`config.mk`:
```
export PLATFORM = sky130hd
export DESIGN_NAME = qn_div_cell
export DESIGN_NICKNAME = d
export VERILOG_FILES = /design/src/design/assert_macros.svh /design/src/design/qn_pkg.sv /design/src/design/qn_div_cell.sv
export SDC_FILE = /design/constraint.sdc
export NUM_CORES = 1
export LEC_CHECK = 0
export BUFFER_PORTS_ARGS = -buffer_cell sky130_fd_sc_hd__clkbuf_2
export CORE_AREA = 2 2 304 306
export DETAILED_ROUTE_END_ITERATION = 10
export DIE_AREA = 0 0 306 308
export SLEW_MARGIN = 20
export SYNTH_ARGS = -nofsm -noshare
export SYNTH_HDL_FRONTEND = slang
export SYNTH_SLANG_ARGS = --single-unit
```
`constraint.sdc`:
```
create_clock -name clk -period 5.77 [get_ports clk]
set_clock_uncertainty 0.2 [all_clocks]
set_input_delay 0.8655 -clock clk [delete_from_list [all_inputs] [get_ports clk]]
set_output_delay 0.8655 -clock clk [all_outputs]
set_load 0.005 [all_outputs]
```
`src/design/assert_macros.svh`:
```
// Assertion macros shared by the quaternion normaliser RTL.
// Depends on nothing; included by the files that carry checks.
`ifndef ASSERT_MACROS_SVH
`define ASSERT_MACROS_SVH
`ifndef SYNTHESIS
`define QN_ASSERT_IMP(lbl, clk, rstn, ante, cons) \
  lbl: assert property (@(posedge clk) disable iff (!rstn) (ante) |-> (cons)) \
    else $error("assertion failed");
`define QN_ASSERT_NXT(lbl, clk, rstn, ante, cons) \
  lbl: assert property (@(posedge clk) disable iff (!rstn) (ante) |=> (cons)) \
    else $error("assertion failed");
`else
`define QN_ASSERT_IMP(lbl, clk, rstn, ante, cons)
`define QN_ASSERT_NXT(lbl, clk, rstn, ante, cons)
`endif
`endif

```
`src/design/qn_pkg.sv`:
```
// Shared constants for the quaternion normaliser.
// No dependencies.
package qn_pkg;
  localparam int COMP_BITS_DEF = 16;
  localparam int FRAC_BITS_DEF = 14;
  localparam int MIN_MOD_W     = 16;
endpackage

```
`src/design/qn_div_cell.sv`:
```
// One restoring-division step for all four components: one quotient bit each.
// Depends on qn_pkg.
module qn_div_cell #(
  parameter int CB = 16,
  parameter int DW = 30,
  parameter int PW = 65
) (
  input  logic                clk,
  input  logic                rst_n,
  input  logic                vld_i,
  input  logic [CB-1:0]       d_i,
  input  logic [3:0][DW-1:0]  dvd_i,
  input  logic [3:0][CB:0]    rem_i,
  input  logic [3:0][DW-1:0]  q_i,
  input  logic [PW-1:0]       pay_i,
  output logic                vld_o,
  output logic [CB-1:0]       d_o,
  output logic [3:0][DW-1:0]  dvd_o,
  output logic [3:0][CB:0]    rem_o,
  output logic [3:0][DW-1:0]  q_o,
  output logic [PW-1:0]       pay_o
);
  import qn_pkg::*;

  logic               vld_r;
  logic [CB-1:0]      d_r;
  logic [3:0][DW-1:0] dvd_r, dvd_nxt, q_r, q_nxt;
  logic [3:0][CB:0]   rem_r, rem_nxt, rs;
  logic [PW-1:0]      pay_r;
  logic [3:0]         ge;

  always_comb begin
    for (int l = 0; l < 4; l++) begin
      rs[l]      = {rem_i[l][CB-1:0], dvd_i[l][DW-1]};
      ge[l]      = (rs[l] >= {1'b0, d_i});
      rem_nxt[l] = ge[l] ? (rs[l] - {1'b0, d_i}) : rs[l];
      q_nxt[l]   = {q_i[l][DW-2:0], ge[l]};
      dvd_nxt[l] = {dvd_i[l][DW-2:0], 1'b0};
    end
  end

  always_ff @(posedge clk) begin
    if (!rst_n) begin
      vld_r <= 1'b0;
    end else begin
      vld_r <= vld_i;
    end
  end

  always_ff @(posedge clk) begin
    d_r   <= d_i;
    dvd_r <= dvd_nxt;
    rem_r <= rem_nxt;
    q_r   <= q_nxt;
    pay_r <= pay_i;
  end

  assign vld_o = vld_r;
  assign d_o   = d_r;
  assign dvd_o = dvd_r;
  assign rem_o = rem_r;
  assign q_o   = q_r;
  assign pay_o = pay_r;
endmodule

```
* Word-level counts from Yosys, hierarchy flattened
Cells that the tools add are included.
** Word-level totals
- Register bits :: 386
- Input bits :: 392
- Logic and storage cells :: 27
** Cells by class
- Add/sub/neg operators :: 4
- Order comparisons :: 4
- Mux-type cells :: 4
** Operators with widths (number)
- 17-bit by 16-bit >= comparator with 1-bit output :: 4
- 17-bit 2-to-1 mux :: 4
- 17-bit by 16-bit subtractor with 17-bit output :: 4

* Logic depth before layout (Yosys ltp)
- Depth after elaboration :: 2
- Mapped depth :: 11

* Worst setup path after synthesis
Ideal clock, no wire load.
- Kind :: input port to flip-flop
- From :: in d_i[1]
- To :: reg rem_r (netlist bit rem_o[10])
- Library setup time :: 121 ps
- Arrival :: 3019 ps
- Required time :: 5449 ps
- Setup slack :: 2430 ps
- Cell stages on the path :: 11
- Path buffers :: 1
- Path through :: inv_1 > ha_1 > nor2b_4 > o31a_1 > o31a_1 > or3_4 > a21oi_4 > o21a_4 > inv_4 > buf_12 > mux2_4
** RTL lines
- from (decl) :: RTL line qn_div_cell.sv:11 : input logic [CB-1:0] d_i,
- to (signal assigned) :: RTL line qn_div_cell.sv:53 : rem_r <= rem_nxt;
- to (decl) :: RTL line qn_div_cell.sv:28 : logic [3:0][CB:0] rem_r, rem_nxt, rs;

==> impl_metrics.tcl <==
set metrics [dict create \
    status "finished clean" \
    synth_top_cell_by_area "dfxtp_1" \
    hold_buffers 0 \
    wl_mm 57.0 \
    synth_seq_cells 386 \
    synth_common_cells "dfxtp_1, ha_1, o21ai_0" \
    grt_overflow 0 \
    hp-class "in -> reg" \
    drt-wirelength-per-cell_um 19.0 \
    drc 0 \
    rsz0062_at_grt "false" \
    crit_start "d_i[1]" \
    slew_viol_final 0 \
    synth.area.top_cells "dfxtp_1, ha_1, o21ai_0" \
    synth_flop_cell "dfxtp_1" \
    worst_pin_slew_ns 1.01 \
    synth_top_area_share_pct 64.7 \
    cts-root-buf "clkbuf_16" \
    fin_setup_tns_ns 0 \
    cts_inserted_buffers 46 \
    nets 2236 \
    synthArstFlopShare_pct 0 \
    drt-initial-drc-count 603 \
    yosysSeqAreaShare_pct 64.7 \
    dp_hpwl_mm 48.4 \
    initial_core_util_pct 13.1 \
    ios 782 \
    htree_num_levels 2 \
    area_growth_pct 56.9 \
    maxCapViolCount 0 \
    final-setup-viol-count 0 \
    cts_tree "built" \
    syn_area_sq_um 11900 \
    grt_max_degree 33 \
    num_rows 111 \
    drt-vias-per-instance 3.46 \
    die_x_um 306 \
    fin_util_pct 20.6 \
    crit_type "in -> reg" \
    synth_cell_types 67 \
    antenna_found_initial 22 \
    ctsResizeCount 0 \
    die_area_sq_um 94200 \
    die_h_um 308 \
    layout_min_cycle_time_ns 3.79 \
    cp.required_ns 6.04 \
    syn_inst 973 \
    startpoint_type "input port" \
    drive_gt1_share_pct 49.2 \
    coreArea_sq_um 91000 \
    firstDrtPassIters 5 \
    critPathMaxFanout 20 \
    hold_depth 1 \
    power.density_nw_per_um2 369 \
    syn_area_per_cell_sq_um 12.3 \
    grt_pass1_wl_mm 75.0 \
    peakVddDrop_uv 242 \
    cts_max_path_buffers 3 \
    slew_headroom_pct 32.6 \
    end_kind "flip-flop" \
    path_clk_slew_ns 0.07 \
    place_congestion 0.858 \
    port-buffer-count 769 \
    fmax_mhz 264 \
    numClockSinks 386 \
    worstPathArrival_ns 4.06 \
    grt_usage_pct 11.4 \
    grt_pass1_vias 10100 \
    vias 10400 \
    yosysMostFrequentCell "dfxtp_1" \
    synth_enable_flop_cells 0 \
    yosysWarnings 0 \
    p_leak_nw 9.17 \
    cp-endpoint "rem_o[50]$_DFF_P_" \
    cts_setup_buffers 0 \
    min-delay-start "pay_i[38]" \
    finalHoldViolCount 0 \
    min_period_over_period_pct 65.6 \
    drtAntennaViolNets 0 \
]
placed cells by master (no fill, tap or decap), drive strengths merged, types with 19 or more instances in the layout:
| cell | netlist | routed |
|---|---|---|
| nor2 | 42 | 42 |
| xor2 | 19 | 19 |
| o21ai | 52 | 52 |
| a21oi | 43 | 43 |
| dfxtp | 386 | 386 |
| ha | 64 | 64 |
| nand2 | 46 | 46 |
| mux2 | 30 | 30 |
| clkbuf | 8 | 834 |
| a21o | 27 | 27 |
| inv | 39 | 43 |
| xnor2 | 26 | 26 |
sequential cells by signal (all words and copies together) (netlist names):
signal / cells
d_o: 16
dvd_o: 116
pay_o: 65
q_o: 120
rem_o: 68
vld_o: 1
final cells by class:
cell class | count | area [sq um]
Clock inverter | 19 | 229
Timing Repair Buffer | 771 | 3860
Tap cell | 1186 | 1480
Inverter | 39 | 149
Antenna cell | 2 | 5.00
Fill cell | 9963 | 72200
Clock buffer | 65 | 1320
Multi-Input combinational cell | 532 | 3950
Sequential cell | 386 | 7730
report_power, final:
| part | internal (mW) | leakage, nW | total, mW | switching, mW |
|---|---|---|---|---|
| clock network | 1.75 | 0.756 | 2.98 | 1.23 |
| logic | 0.458 | 5.15 | 0.975 | 0.517 |
| registers | 2.89 | 3.26 | 2.96 | 0.0737 |
cells by family after synthesis:
logic type                 count (synthesis)  synth area share (%)
muxes                                     36                  3.58
and+or+nand+nor                          176                  7.37
AOI/OAI and AO/OA                        203                  11.3
other                                      1                0.0314
buffers and inverters                     58                  2.27
adders and majority gates                 68                  7.38
xor gates and xnor gates                  45                  3.30
DFF                                      386                  64.7
critical path, stage by stage:
cell	delay (ns)
clkbuf_2	0.29
inv_1	0.30
ha_1	0.39
nand2b_1	0.09
a21oi_1	0.08
o21ai_0	0.36
a31oi_1	0.24
a31oi_2	0.88
buf_4	0.26
nor2_1	0.04
mux2_2	0.25
routing by layer:
metal | part of all wire (%) | up-vias | wire length (um) | track usage (%)
met5 | 0.086 | - | 49 | 0
met4 | 5.0 | 8 | 2830 | 6.03
met3 | 13 | 123 | 7300 | 6.50
met2 | 48 | 575 | 27400 | 19.4
met1 | 34 | 4694 | 19500 | 11.0
li1 | - | 4993 | - | -
worst min-delay path by stage:
| stage | slack (ns) | endpoint |
|---|---|---|
| global route | 0.11 | q_o[56]$_DFF_P_ |
| global placement | 0.77 | q_o[3]$_DFF_P_ |
| CTS | 0.09 | q_o[64]$_DFF_P_ |
| floorplan | 0.69 | d_o[0]$_DFF_P_ |
| finish | 0.17 | pay_o[38]$_DFF_P_ |
| detailed placement | 0.77 | q_o[48]$_DFF_P_ |
per-stage QoR:
stage / hold WS, ns / total power [mW] / instance area (sq um) / setup slack (ns) / instances
after floorplan: 0.693 / 3.44 / 12000 / 2.43 / 976
after global placement: 0.768 / 4.00 / 17200 / 1.33 / 2914
after detailed placement: 0.769 / 4.00 / 17200 / 1.31 / 2914
after CTS: 0.0903 / 7.08 / 18700 / 1.96 / 2998
after global routing: 0.107 / 7.28 / 18700 / 1.76 / 3000
final: 0.171 / 6.91 / 18700 / 1.98 / 3000
Note: power is estimated with default switching activity, not from simulation.
