File: src/design/assert_macros.svh
// Assertion macros shared by the quaternion normaliser RTL.
// Depends on nothing; included by the files that carry checks.
`ifndef ASSERT_MACROS_SVH
`define ASSERT_MACROS_SVH
`ifndef SYNTHESIS
`define QN_ASSERT_IMP(lbl, clk, rstn, ante, cons) \
  lbl: assert property (@(posedge clk) disable iff (!rstn) (ante) |-> (cons)) \
    else $error("assertion failed");
`define QN_ASSERT_NXT(lbl, clk, rstn, ante, cons) \
  lbl: assert property (@(posedge clk) disable iff (!rstn) (ante) |=> (cons)) \
    else $error("assertion failed");
`else
`define QN_ASSERT_IMP(lbl, clk, rstn, ante, cons)
`define QN_ASSERT_NXT(lbl, clk, rstn, ante, cons)
`endif
`endif

File: src/design/qn_pkg.sv
// Shared constants for the quaternion normaliser.
// No dependencies.
package qn_pkg;
  localparam int COMP_BITS_DEF = 16;
  localparam int FRAC_BITS_DEF = 14;
  localparam int MIN_MOD_W     = 16;
endpackage

File: src/design/qn_sqrt_cell.sv
// One step of the digit-by-digit square root: two radicand bits per cell.
// Depends on qn_pkg.
module qn_sqrt_cell #(
  parameter int RW = 17,
  parameter int PW = 64
) (
  input  logic            clk,
  input  logic            rst_n,
  input  logic            vld_i,
  input  logic [2*RW-1:0] n_i,
  input  logic [RW+1:0]   rem_i,
  input  logic [RW-1:0]   root_i,
  input  logic [PW-1:0]   pay_i,
  output logic            vld_o,
  output logic [2*RW-1:0] n_o,
  output logic [RW+1:0]   rem_o,
  output logic [RW-1:0]   root_o,
  output logic [PW-1:0]   pay_o
);
  import qn_pkg::*;

  logic            vld_r;
  logic [2*RW-1:0] n_r, n_nxt;
  logic [RW+1:0]   rem_r, rem_nxt, rem_sh, trial;
  logic [RW-1:0]   root_r, root_nxt;
  logic [PW-1:0]   pay_r;
  logic            ge;

  always_comb begin
    rem_sh   = {rem_i[RW-1:0], n_i[2*RW-1 -: 2]};
    trial    = {root_i, 2'b01};
    ge       = (rem_sh >= trial);
    rem_nxt  = ge ? (rem_sh - trial) : rem_sh;
    root_nxt = {root_i[RW-2:0], ge};
    n_nxt    = {n_i[2*RW-3:0], 2'b00};
  end

  always_ff @(posedge clk) begin
    if (!rst_n) begin
      vld_r <= 1'b0;
    end else begin
      vld_r <= vld_i;
    end
  end

  always_ff @(posedge clk) begin
    n_r    <= n_nxt;
    rem_r  <= rem_nxt;
    root_r <= root_nxt;
    pay_r  <= pay_i;
  end

  assign vld_o  = vld_r;
  assign n_o    = n_r;
  assign rem_o  = rem_r;
  assign root_o = root_r;
  assign pay_o  = pay_r;
endmodule

File: config.mk
export PLATFORM = sky130hd
export DESIGN_NAME = qn_sqrt_cell
export DESIGN_NICKNAME = d
export VERILOG_FILES = /design/src/design/assert_macros.svh /design/src/design/qn_pkg.sv /design/src/design/qn_sqrt_cell.sv
export SDC_FILE = /design/constraint.sdc
export NUM_CORES = 1
export LEC_CHECK = 0
export BUFFER_PORTS_ARGS = -buffer_cell sky130_fd_sc_hd__buf_2
export CAP_MARGIN = 5
export CORE_MARGIN = 4
export CORE_UTILIZATION = 41
export DETAILED_ROUTE_END_ITERATION = 8
export PLACE_DENSITY = 0.86
export SYNTH_ARGS = -nofsm -noshare
export SYNTH_HDL_FRONTEND = slang
export SYNTH_SLANG_ARGS = --single-unit
File: constraint.sdc
create_clock -name clk -period 2.6 [get_ports clk]
set_input_delay 0.26 -clock clk [delete_from_list [all_inputs] [get_ports clk]]
set_output_delay 0.26 -clock clk [all_outputs]
set_load 0.01 [all_outputs]
; After elaboration in Yosys (flattened, before gate mapping)
; Cells that the tools add are included.
[classes]
add_sub_neg = 1
order_cmp = 1
n_mux = 1
[ops]
columns = operator, n
row1 = $ge 19x19->1, 1
row2 = $mux 19, 1
row3 = $sub 19x19->19, 1
[word_totals]
reg_bits = 133
output_inout_bits = 135
word_cells = 8

; Longest topological paths before layout
; Gate-level depths: netlist of run 1.
[depth]
word_depth = 2
depth_mapped = 11
ltp_nobuf = 8

; Least setup slack after synthesis of run 1
; No wires, ideal clock.
[synth_timing]
path_kind = input to register
startpoint = in root_i[4]
endpoint = reg rem_r[11] (netlist: rem_o[11])
setup_ns = 0.121
arrival_time_ns = 2.126
t_required_ns = 2.479
setup_slack_ns = 0.352
path_stages = 10
n_path_buf = 2
cell_sequence = inv_1 -> ha_1 -> a211oi_1 -> nand3_1 -> and2_1 -> a31oi_2 -> o21a_1 -> buf_6 -> buf_12 -> mux2_4
[synth_between]
elab_chain_cells = 2
elab_cells_between_ends = 3
cone_classes = add/sub (1) / order compare (1) / mux (1)
[synth_lines]
columns = element, line
row1 = start: declaration, qn_sqrt_cell.sv:12  ; input logic [RW-1:0] root_i,
row2 = $sub 19x19->19 or $ge 19x19->1 (tied branches), "qn_sqrt_cell.sv:33, qn_sqrt_cell.sv:32"
row3 = $mux 19 *, qn_sqrt_cell.sv:33  ; rem_nxt = ge ? (rem_sh - trial) : rem_sh;
row4 = via rem_nxt[11], qn_sqrt_cell.sv:24  ; logic [RW+1:0] rem_r, rem_nxt, rem_sh, trial;
row5 = end signal: assignment, qn_sqrt_cell.sv:48  ; rem_r <= rem_nxt;
row6 = end: declaration, qn_sqrt_cell.sv:24
; The timed path passes the listed nets; every way through them passes the cells marked *.
; A chain may end at the register's enable or synchronous reset.

; Final worst setup path of run 1
[layout_timing]
startpoint = in root_i[4]
endpoint = reg rem_r[6] (netlist: rem_o[6])
; Same word-level chain as after synthesis.

==> summary.txt, run 1 <==
Layout
  – Ratio of cells with drive above 1 in the final layout: 0.443
  – Layout area overhead: 85.7%
  – Final core utilization: 0.790
  – Final nets: 884

Job
  – Max cap viols: 0

Global route
  – Via count of the first global-routing pass: roughly 4,400
  – Gr ovfl total: 0
  – Largest net degree at the start of global routing: 20
  – First-pass GRT wire length: 25,100 um
  – Initial antenna violation count: 1
  – Tot GR Track Use: 0.296

Logic synthesis
  – Largest area contributor in the netlist: dfxtp_1
  – Yosys Warn Count: 0
  – Most instantiated library cell after synthesis: dfxtp_1
  – Synth Register Bits: 133
  – Ranking of synthesized cells by area: dfxtp_1 67%, ha_1 6.0%, a21oi_1 2.6%, mux2_2 2.6%, inv_1 2.4%
  – Count of different cell masters after synthesis: between 40 and 50
  – Area share of the largest cell type after synthesis: 0.671
  – Synth Flop Type: dfxtp_1
  – Async S/R FF share, synth: 0
  – Cells after synthesis: 313
  – EDFF count, synth: 0
  – Synth top cells by count: 133 x dfxtp_1, 25 x inv_1, 21 x a21oi_1, 19 x ha_1, 12 x nor2_1
  – Synth Cell Area: 3970 um^2
  – Avg Inst Size Synth: 12.7 um^2
  – Sequential area share after synthesis: 0.671

Clocking
  – Clock root cell: clkbuf_8
  – Clock Path Buffers: 2
  – H-tree Lvls: 4
  – Clock Sinks: between 100 and 150
  – CTS tree: yes
  – Number of CTS-inserted buffers: 17
  – Clk pin slew, worst setup/hold paths: around 0.060 ns

Worst hold path
  – Hold depth: 2
  – Hold Path Origin: rem_i[0]
  – WHS Endpoint: rem_o[2]
  – Worst Hold Class: in -> reg

Floorplanning
  – Die extent in y: between 100 and 150 um
  – Initial Utilization: 0.425
  – Placeable Area: ~9300 um^2
  – Die Area: between 10,000 and 15,000 um^2
  – I/O pins: 272
  – Num rows: 35
  – Die Wd: between 100 and 150 um

Detailed routing
  – Final wirelength: between 15,000 and 20,000 um
  – Vias per inst: just under 5
  – DR vias: between 4,000 and 5,000
  – Count of TritonRoute iterations in the first routing pass: 5
  – Antenna-violating nets left: 0
  – # DRC: 0
  – DR WL/cell: 19.6 um
  – DR iter-0 viols: ~210

Critical path
  – Worst Path Class, Setup: in -> reg
  – CP max FO: 19
  – CP Launch Type: input pin
  – Worst EP required: ~3 ns
  – Top delay family on crit path: buffers and inverters
  – Arr. time, crit path: between 2 and 3 ns
  – Slowest cell on crit path: dlygate4sd3_1
  – WP buf/inv: 4
  – Worst-path cell chain: dlygate4sd3_1, buf_2, inv_1, ha_2, a211oi_1, nand3_1, and2_4, a31oi_2, o21a_1, buf_12, mux2_2
  – Max incr delay on CP: ~0.54 ns
  – CP startpoint: root_i[4]
  – Critical Path End Type: flop

Timing
  – Min Hold Slack: 0.0280 ns
  – Setup ws final: around 0.07 ns
  – Final critical-path required period: about 2.5 ns
  – Unrepaired setup endpoints after global routing: false
  – Max Slew Vio Count: 0
  – Tcrit/Tclk final: 0.973
  – Relative slew slack: 0.654
  – Worst Max-Slew Pin Slew: 0.517 ns
  – Final hold vios: 0
  – Setup violations, final: 0
  – Final setup TNS: 0 ns
  – Max frequency: between 300 and 400 MHz

Power and ir drop
  – Int Pwr: a little over 4 mW
  – Sequential power share: 0.399
  – Total power: ~5.6 mW
  – PwrDens: 761 nW/um^2
  – Sw Pwr: roughly 1.4 mW
  – Combinational power share: 0.163
  – Clock power share: 0.438
  – Max VDD drop: around 0.65 mV
  – Leak: between 3 and 4 nW
  – Net Sw Frac: 0.259

Placed design
  – Setup WS pre-CTS: about 0.13 ns
  – Hpwl dp: between 10,000 and 15,000 um
  – Port bufs: 267
  – Routability cong.: between 0.8 and 0.9

Outcome
  – Outcome: finished clean
power groups by stage:
stage,clock (mW),sequential (mW),combinational (mW)
after floorplan,0,2.35,0.293
after global placement,0,2.26,0.687
after detailed placement,0,2.27,0.704
after CTS,2.47,2.23,0.872
after global routing,2.59,2.25,0.969
final,2.45,2.24,0.914
logic make-up after synthesis:
family	synth area share
DFF	0.671
AOI/OAI and AO/OA	0.0968
and+or+nand+nor	0.0568
buffers and inverters	0.0363
adders and majority gates	0.0599
muxes	0.0470
xor gates and xnor gates	0.0309
other	0.000945
stage by stage:
step | cell area [um^2] | instances
after floorplan | 3970 | 314
after global placement | 5450 | 708
after detailed placement | 5450 | 708
after CTS | 7340 | 868
after global routing | 7370 | 871
final | 7370 | 871
state kept, by name, summed over array words and instances (netlist names):
| name | flops |
|---|---|
| n_o | 32 |
| pay_o | 64 |
| root_o | 17 |
| vld_o | 1 |
| rem_o | 19 |
cells in the final DEF (no fill, tap or decap), types with 6 or more instances in the layout:
master / synthesis / layout
ha_1: 19 / 18
mux2_2: 9 / 9
nand2_1: 11 / 11
inv_1: 25 / 25
dfxtp_1: 133 / 133
buf_2: 0 / 267
dlygate4sd3_1: 0 / 128
xnor2_1: 8 / 8
nor2_1: 12 / 12
inv_6: 0 / 6
clkbuf_16: 0 / 16
a21oi_1: 21 / 20
xor2_1: 6 / 6
o21ai_0: 8 / 7
final cells by class:
| cell class | instances | area [um^2] |
|---|---|---|
| tap | 129 | 161 |
| inverter | 25 | 93.8 |
| clock inverter | 14 | 188 |
| fill | 534 | 1960 |
| clock buffer | 18 | 418 |
| multi-input combinational | 151 | 1170 |
| timing repair buffer | 400 | 2670 |
| antenna | 1 | 2.50 |
| sequential | 133 | 2660 |
what timing repair did:
item,CTS,global route
resized for setup,0,5
buffers inserted,0,2
setup endpoints to repair,0,14
endpoints found under the hold margin,127,0
hold buffers,128,0
worst max-delay path by stage:
stage / endpoint / cells after the start / slack [ns]
2_1_floorplan: rem_o[11] / 10 / 0.35
3_3_place_gp: rem_o[8] / 10 / 0.20
3_5_place_dp: rem_o[2] / 9 / 0.13
4_1_cts: rem_o[2] / 11 / 0.06
5_1_grt: rem_o[2] / 11 / 0.002
6_report: rem_o[6] / 11 / 0.07
per-layer routing:
layer	part of all wire	vias up	global-route usage
met4	0.061	0	0.189
met1	0.35	1942	0.290
li1	-	1901	-
met5	0	-	0
met2	0.51	262	0.531
met3	0.079	81	0.0978
(Power assumes the default switching activity.)
==> run 2, diff against run 1 <==
--- a/config.mk
+++ b/config.mk
@@ -5,12 +5,13 @@
 export SDC_FILE = /design/constraint.sdc
 export NUM_CORES = 1
 export LEC_CHECK = 0
+export ABC_AREA = 1
 export BUFFER_PORTS_ARGS = -buffer_cell sky130_fd_sc_hd__buf_2
 export CAP_MARGIN = 5
 export CORE_MARGIN = 4
-export CORE_UTILIZATION = 41
+export CORE_UTILIZATION = 43
 export DETAILED_ROUTE_END_ITERATION = 8
-export PLACE_DENSITY = 0.86
+export PLACE_DENSITY = 0.87
 export SYNTH_ARGS = -nofsm -noshare
 export SYNTH_HDL_FRONTEND = slang
 export SYNTH_SLANG_ARGS = --single-unit
==> run 2 against run 1 <==
Clock power shrank 6%; largest power group unchanged; critical path depth grew 2; area after synthesis grew 13%; sequential cell count is the same; worst hold slack gained 0.0045 ns; non-clock buffer count is the same; utilization shrank 0.72 points; sequential power is essentially flat; power shrank 1.5%; global-route usage grew 1.3 points.
==> summary.txt, run 2 <==
Worst hold path
  – Worst Hold Class: in -> reg (unchanged)
  – Hold depth: 3 (was 2)

Global route
  – Grt met1 use: 0.320 (was 0.290)
  – Via count of the first global-routing pass: 5,221 (was 4,402)
  – Most Crowded Layer GR: met2 (unchanged)
  – Initial antenna violation count: 2 (was 1)
  – GR Layer Usage met3: 0.0781 (was 0.0978)
  – First-pass GRT wire length: 27,600 um (was 25,100 um)
  – Largest net degree at the start of global routing: 22 (was 20)
  – Gr ovfl total: 0 (unchanged)
  – Met2 Use GR: 0.542 (was 0.531)
  – Tot GR Track Use: 0.309 (was 0.296)

Layout
  – Final nets: 1,021 (was 884)
  – Multi-input gate area: 1510 um^2 (was 1170 um^2)
  – Most frequent cells in the layout: 267 x buf_2, 133 x dfxtp_1, 131 x dlygate4sd3_1, 117 x nand2_1, 48 x inv_1 (was 267 x buf_2, 133 x dfxtp_1, 128 x dlygate4sd3_1, 25 x inv_1, 20 x a21oi_1)
  – Max reg flops: 64 (unchanged)
  – Layout area overhead: 74.5% (was 85.7%)
  – FILL cells: 605 (was 534)
  – Cell area after layout: 7790 um^2 (was 7370 um^2)
  – Ratio of cells with drive above 1 in the final layout: 0.407 (was 0.443)
  – Sequential cell area: 2660 um^2 (unchanged)
  – Commonest non-fill, non-tap cell in the layout: buf_2 (unchanged)

Clocking
  – Clk pin slew, worst setup/hold paths: 0.07 ns (was 0.06 ns)
  – CTS tree: yes (unchanged)
  – H-tree Lvls: 4 (unchanged)
  – Postcts setup bufs: 0 (unchanged)
  – Clock Path Buffers: 2 (unchanged)
  – Number of CTS-inserted buffers: 17 (unchanged)
  – Clock Sinks: 133 (unchanged)
  – Hold buffers post-CTS: 131 (was 128)
  – Post-cts resize count: 0 (unchanged)
  – Clock root cell: clkbuf_8 (unchanged)

Logic synthesis
  – Cells after synthesis: 451 (was 313)
  – Synth top cells by count: 133 x dfxtp_1, 117 x nand2_1, 48 x inv_1, 21 x nand3_1, 19 x ha_1 (was 133 x dfxtp_1, 25 x inv_1, 21 x a21oi_1, 19 x ha_1, 12 x nor2_1)
  – Sequential area share after synthesis: 0.597 (was 0.671)
  – Yosys Warn Count: 0 (unchanged)
  – Synth Flop Type: dfxtp_1 (unchanged)
  – Most instantiated library cell after synthesis: dfxtp_1 (unchanged)
  – Avg Inst Size Synth: 9.90 um^2 (was 12.7 um^2)
  – Ranking of synthesized cells by area: dfxtp_1 60%, nand2_1 9.8%, ha_1 5.3%, nand3_2 4.0%, inv_1 4.0% (was dfxtp_1 67%, ha_1 6.0%, a21oi_1 2.6%, mux2_2 2.6%, inv_1 2.4%)
  – Count of different cell masters after synthesis: 32 (was 46)
  – Async S/R FF share, synth: 0 (unchanged)
  – Largest area contributor in the netlist: dfxtp_1 (unchanged)
  – Synth Cell Area: 4460 um^2 (was 3970 um^2)
  – EDFF count, synth: 0 (unchanged)
  – Area share of the largest cell type after synthesis: 0.597 (was 0.671)
  – Synth Register Bits: 133 (unchanged)

Power and ir drop
  – Max VDD drop: 0.468 mV (was 0.649 mV)
  – PwrDens: 708 nW/um^2 (was 761 nW/um^2)
  – Leak: 4.04 nW (was 3.64 nW)
  – Total power: 5.52 mW (was 5.60 mW)

Floorplanning
  – Die Area: 12,100 um^2 (was 11,300 um^2)
  – Die extent in y: 110 um (was 106 um)
  – Placeable Area: 9950 um^2 (was 9330 um^2)
  – Die Wd: 110 um (was 106 um)
  – Num rows: 36 (was 35)
  – Initial Utilization: 0.448 (was 0.425)
  – I/O pins: 272 (unchanged)

Detailed routing
  – Antenna-violating nets left: 0 (unchanged)
  – DR iter-0 viols: 308 (was 208)
  – Count of TritonRoute iterations in the first routing pass: 5 (unchanged)
  – Vias per inst: 4.77 (was 4.81)
  – DR vias: 4,831 (was 4,186)
  – DR WL/cell: 18.7 um (was 19.6 um)
  – # DRC: 0 (unchanged)
  – Final wirelength: 18,900 um (was 17,100 um)

Critical path
  – Worst-path cell chain: dlygate4sd3_1, buf_2, inv_1, ha_1, nand2_2, nor2_4, inv_2, nor2_1, nand3_1, nand4_2, buf_4, nand3_2, nand2_1 (was dlygate4sd3_1, buf_2, inv_1, ha_2, a211oi_1, nand3_1, and2_4, a31oi_2, o21a_1, buf_12, mux2_2)
  – CP startpoint: root_i[7] (was root_i[4])
  – CP endpoint: rem_o[14] (was rem_o[6])
  – Worst Path Class, Setup: in -> reg (unchanged)
  – CP max FO: 21 (was 19)
  – WP buf/inv: 5 (was 4)
  – Arr. time, crit path: 2.49 ns (was 2.92 ns)
  – Stages on worst setup path: 13 (was 11)
  – Top delay family on crit path: buffers and inverters (unchanged)
  – Slowest cell on crit path: dlygate4sd3_1 (unchanged)
  – Critical Path End Type: flop (unchanged)
  – Worst EP required: 3.06 ns (was 2.99 ns)
  – CP Launch Type: input pin (unchanged)
  – Max incr delay on CP: 0.57 ns (was 0.54 ns)

Placed design
  – Setup WS pre-CTS: 0.689 ns (was 0.133 ns)
  – Port bufs: 267 (unchanged)
  – Routability cong.: 0.901 (was 0.850)
  – Placed inst area: 5910 um^2 (was 5450 um^2)
  – Hpwl dp: 11,000 um (was 10,000 um)

Timing
  – Final hold vios: 0 (unchanged)
  – Setup violations, final: 0 (unchanged)
  – Setup ws final: 0.563 ns (was 0.0702 ns)
  – Final setup TNS: 0 ns (unchanged)
  – Max frequency: 491 MHz (was 395 MHz)
  – Max Slew Vio Count: 0 (unchanged)
  – Tcrit/Tclk final: 0.783 (was 0.973)
  – Min Hold Slack: 0.0325 ns (was 0.0280 ns)
  – Final critical-path required period: 2.04 ns (was 2.53 ns)
  – Unrepaired setup endpoints after global routing: false (unchanged)

Job
  – Max cap viols: 0 (unchanged)

Outcome
  – Outcome: finished clean (unchanged)
run 2: cell count changes in the layout (fill, tap and decap cells not counted), moves of 6 or more:
cell and delta:
nand3_2 +18, nand2_2 +7, nand2_1 +106, xnor2_1 -7, inv_2 +12, a21oi_1 -10, mux2_2 -9, inv_1 +23
nand3b_1 +6, nand3_1 +19
run 2: report_power, final:
| group | internal, mW | total (mW) | leakage (nW) | switching (mW) |
|---|---|---|---|---|
| registers | 2.19 | 2.24 | 1.12 | 0.0486 |
| clock network | 1.30 | 2.30 | 0.260 | 1.00 |
| logic | 0.447 | 0.979 | 2.66 | 0.532 |
run 2: cell type report:
cell class / count / area share
Antenna cell: 2 / 0.000643
Multi-Input combinational cell: 253 / 0.193
Timing Repair Buffer: 400 / 0.342
Sequential cell: 133 / 0.342
Clock inverter: 14 / 0.0183
Clock buffer: 18 / 0.0537
Tap cell: 133 / 0.0214
Inverter: 60 / 0.0289
run 2: logic make-up after synthesis:
kind of cell / share of synthesized area
AOI/OAI and AO/OA: 0.0286
xor gates and xnor gates: 0.0196
other: 0.000840
DFF: 0.597
buffers and inverters: 0.0667
adders and majority gates: 0.0533
and+or+nand+nor: 0.234
run 2: layer usage:
metal / wire [um] / share of wire
met3: 1370 / 0.072
met4: 1110 / 0.059
met2: 9600 / 0.51
met5: 0 / 0
met1: 6840 / 0.36
run 2: worst min-delay path by stage:
stage,from,to,slack (ns)
4_1_cts,n_i[32],rem_o[0],0.01
3_3_place_gp,n_i[12],n_o[14],0.36
5_1_grt,n_i[32],rem_o[0],0.04
6_report,n_i[32],rem_o[0],0.03
2_1_floorplan,n_i[8],n_o[10],0.29
3_5_place_dp,n_i[5],n_o[7],0.36
run 2: through the flow:
stage / instances / util
floorplan: 452 / -
global placement: 848 / 0.594
detailed placement: 848 / 0.594
CTS: 1011 / 0.782
global route: 1013 / 0.782
finish: 1013 / 0.782
run 2: tightest hold or removal path: cells and delay by family:
kind	cells	cell delay, ns
simple gates	2	0.11
buf+inv	1	0.14
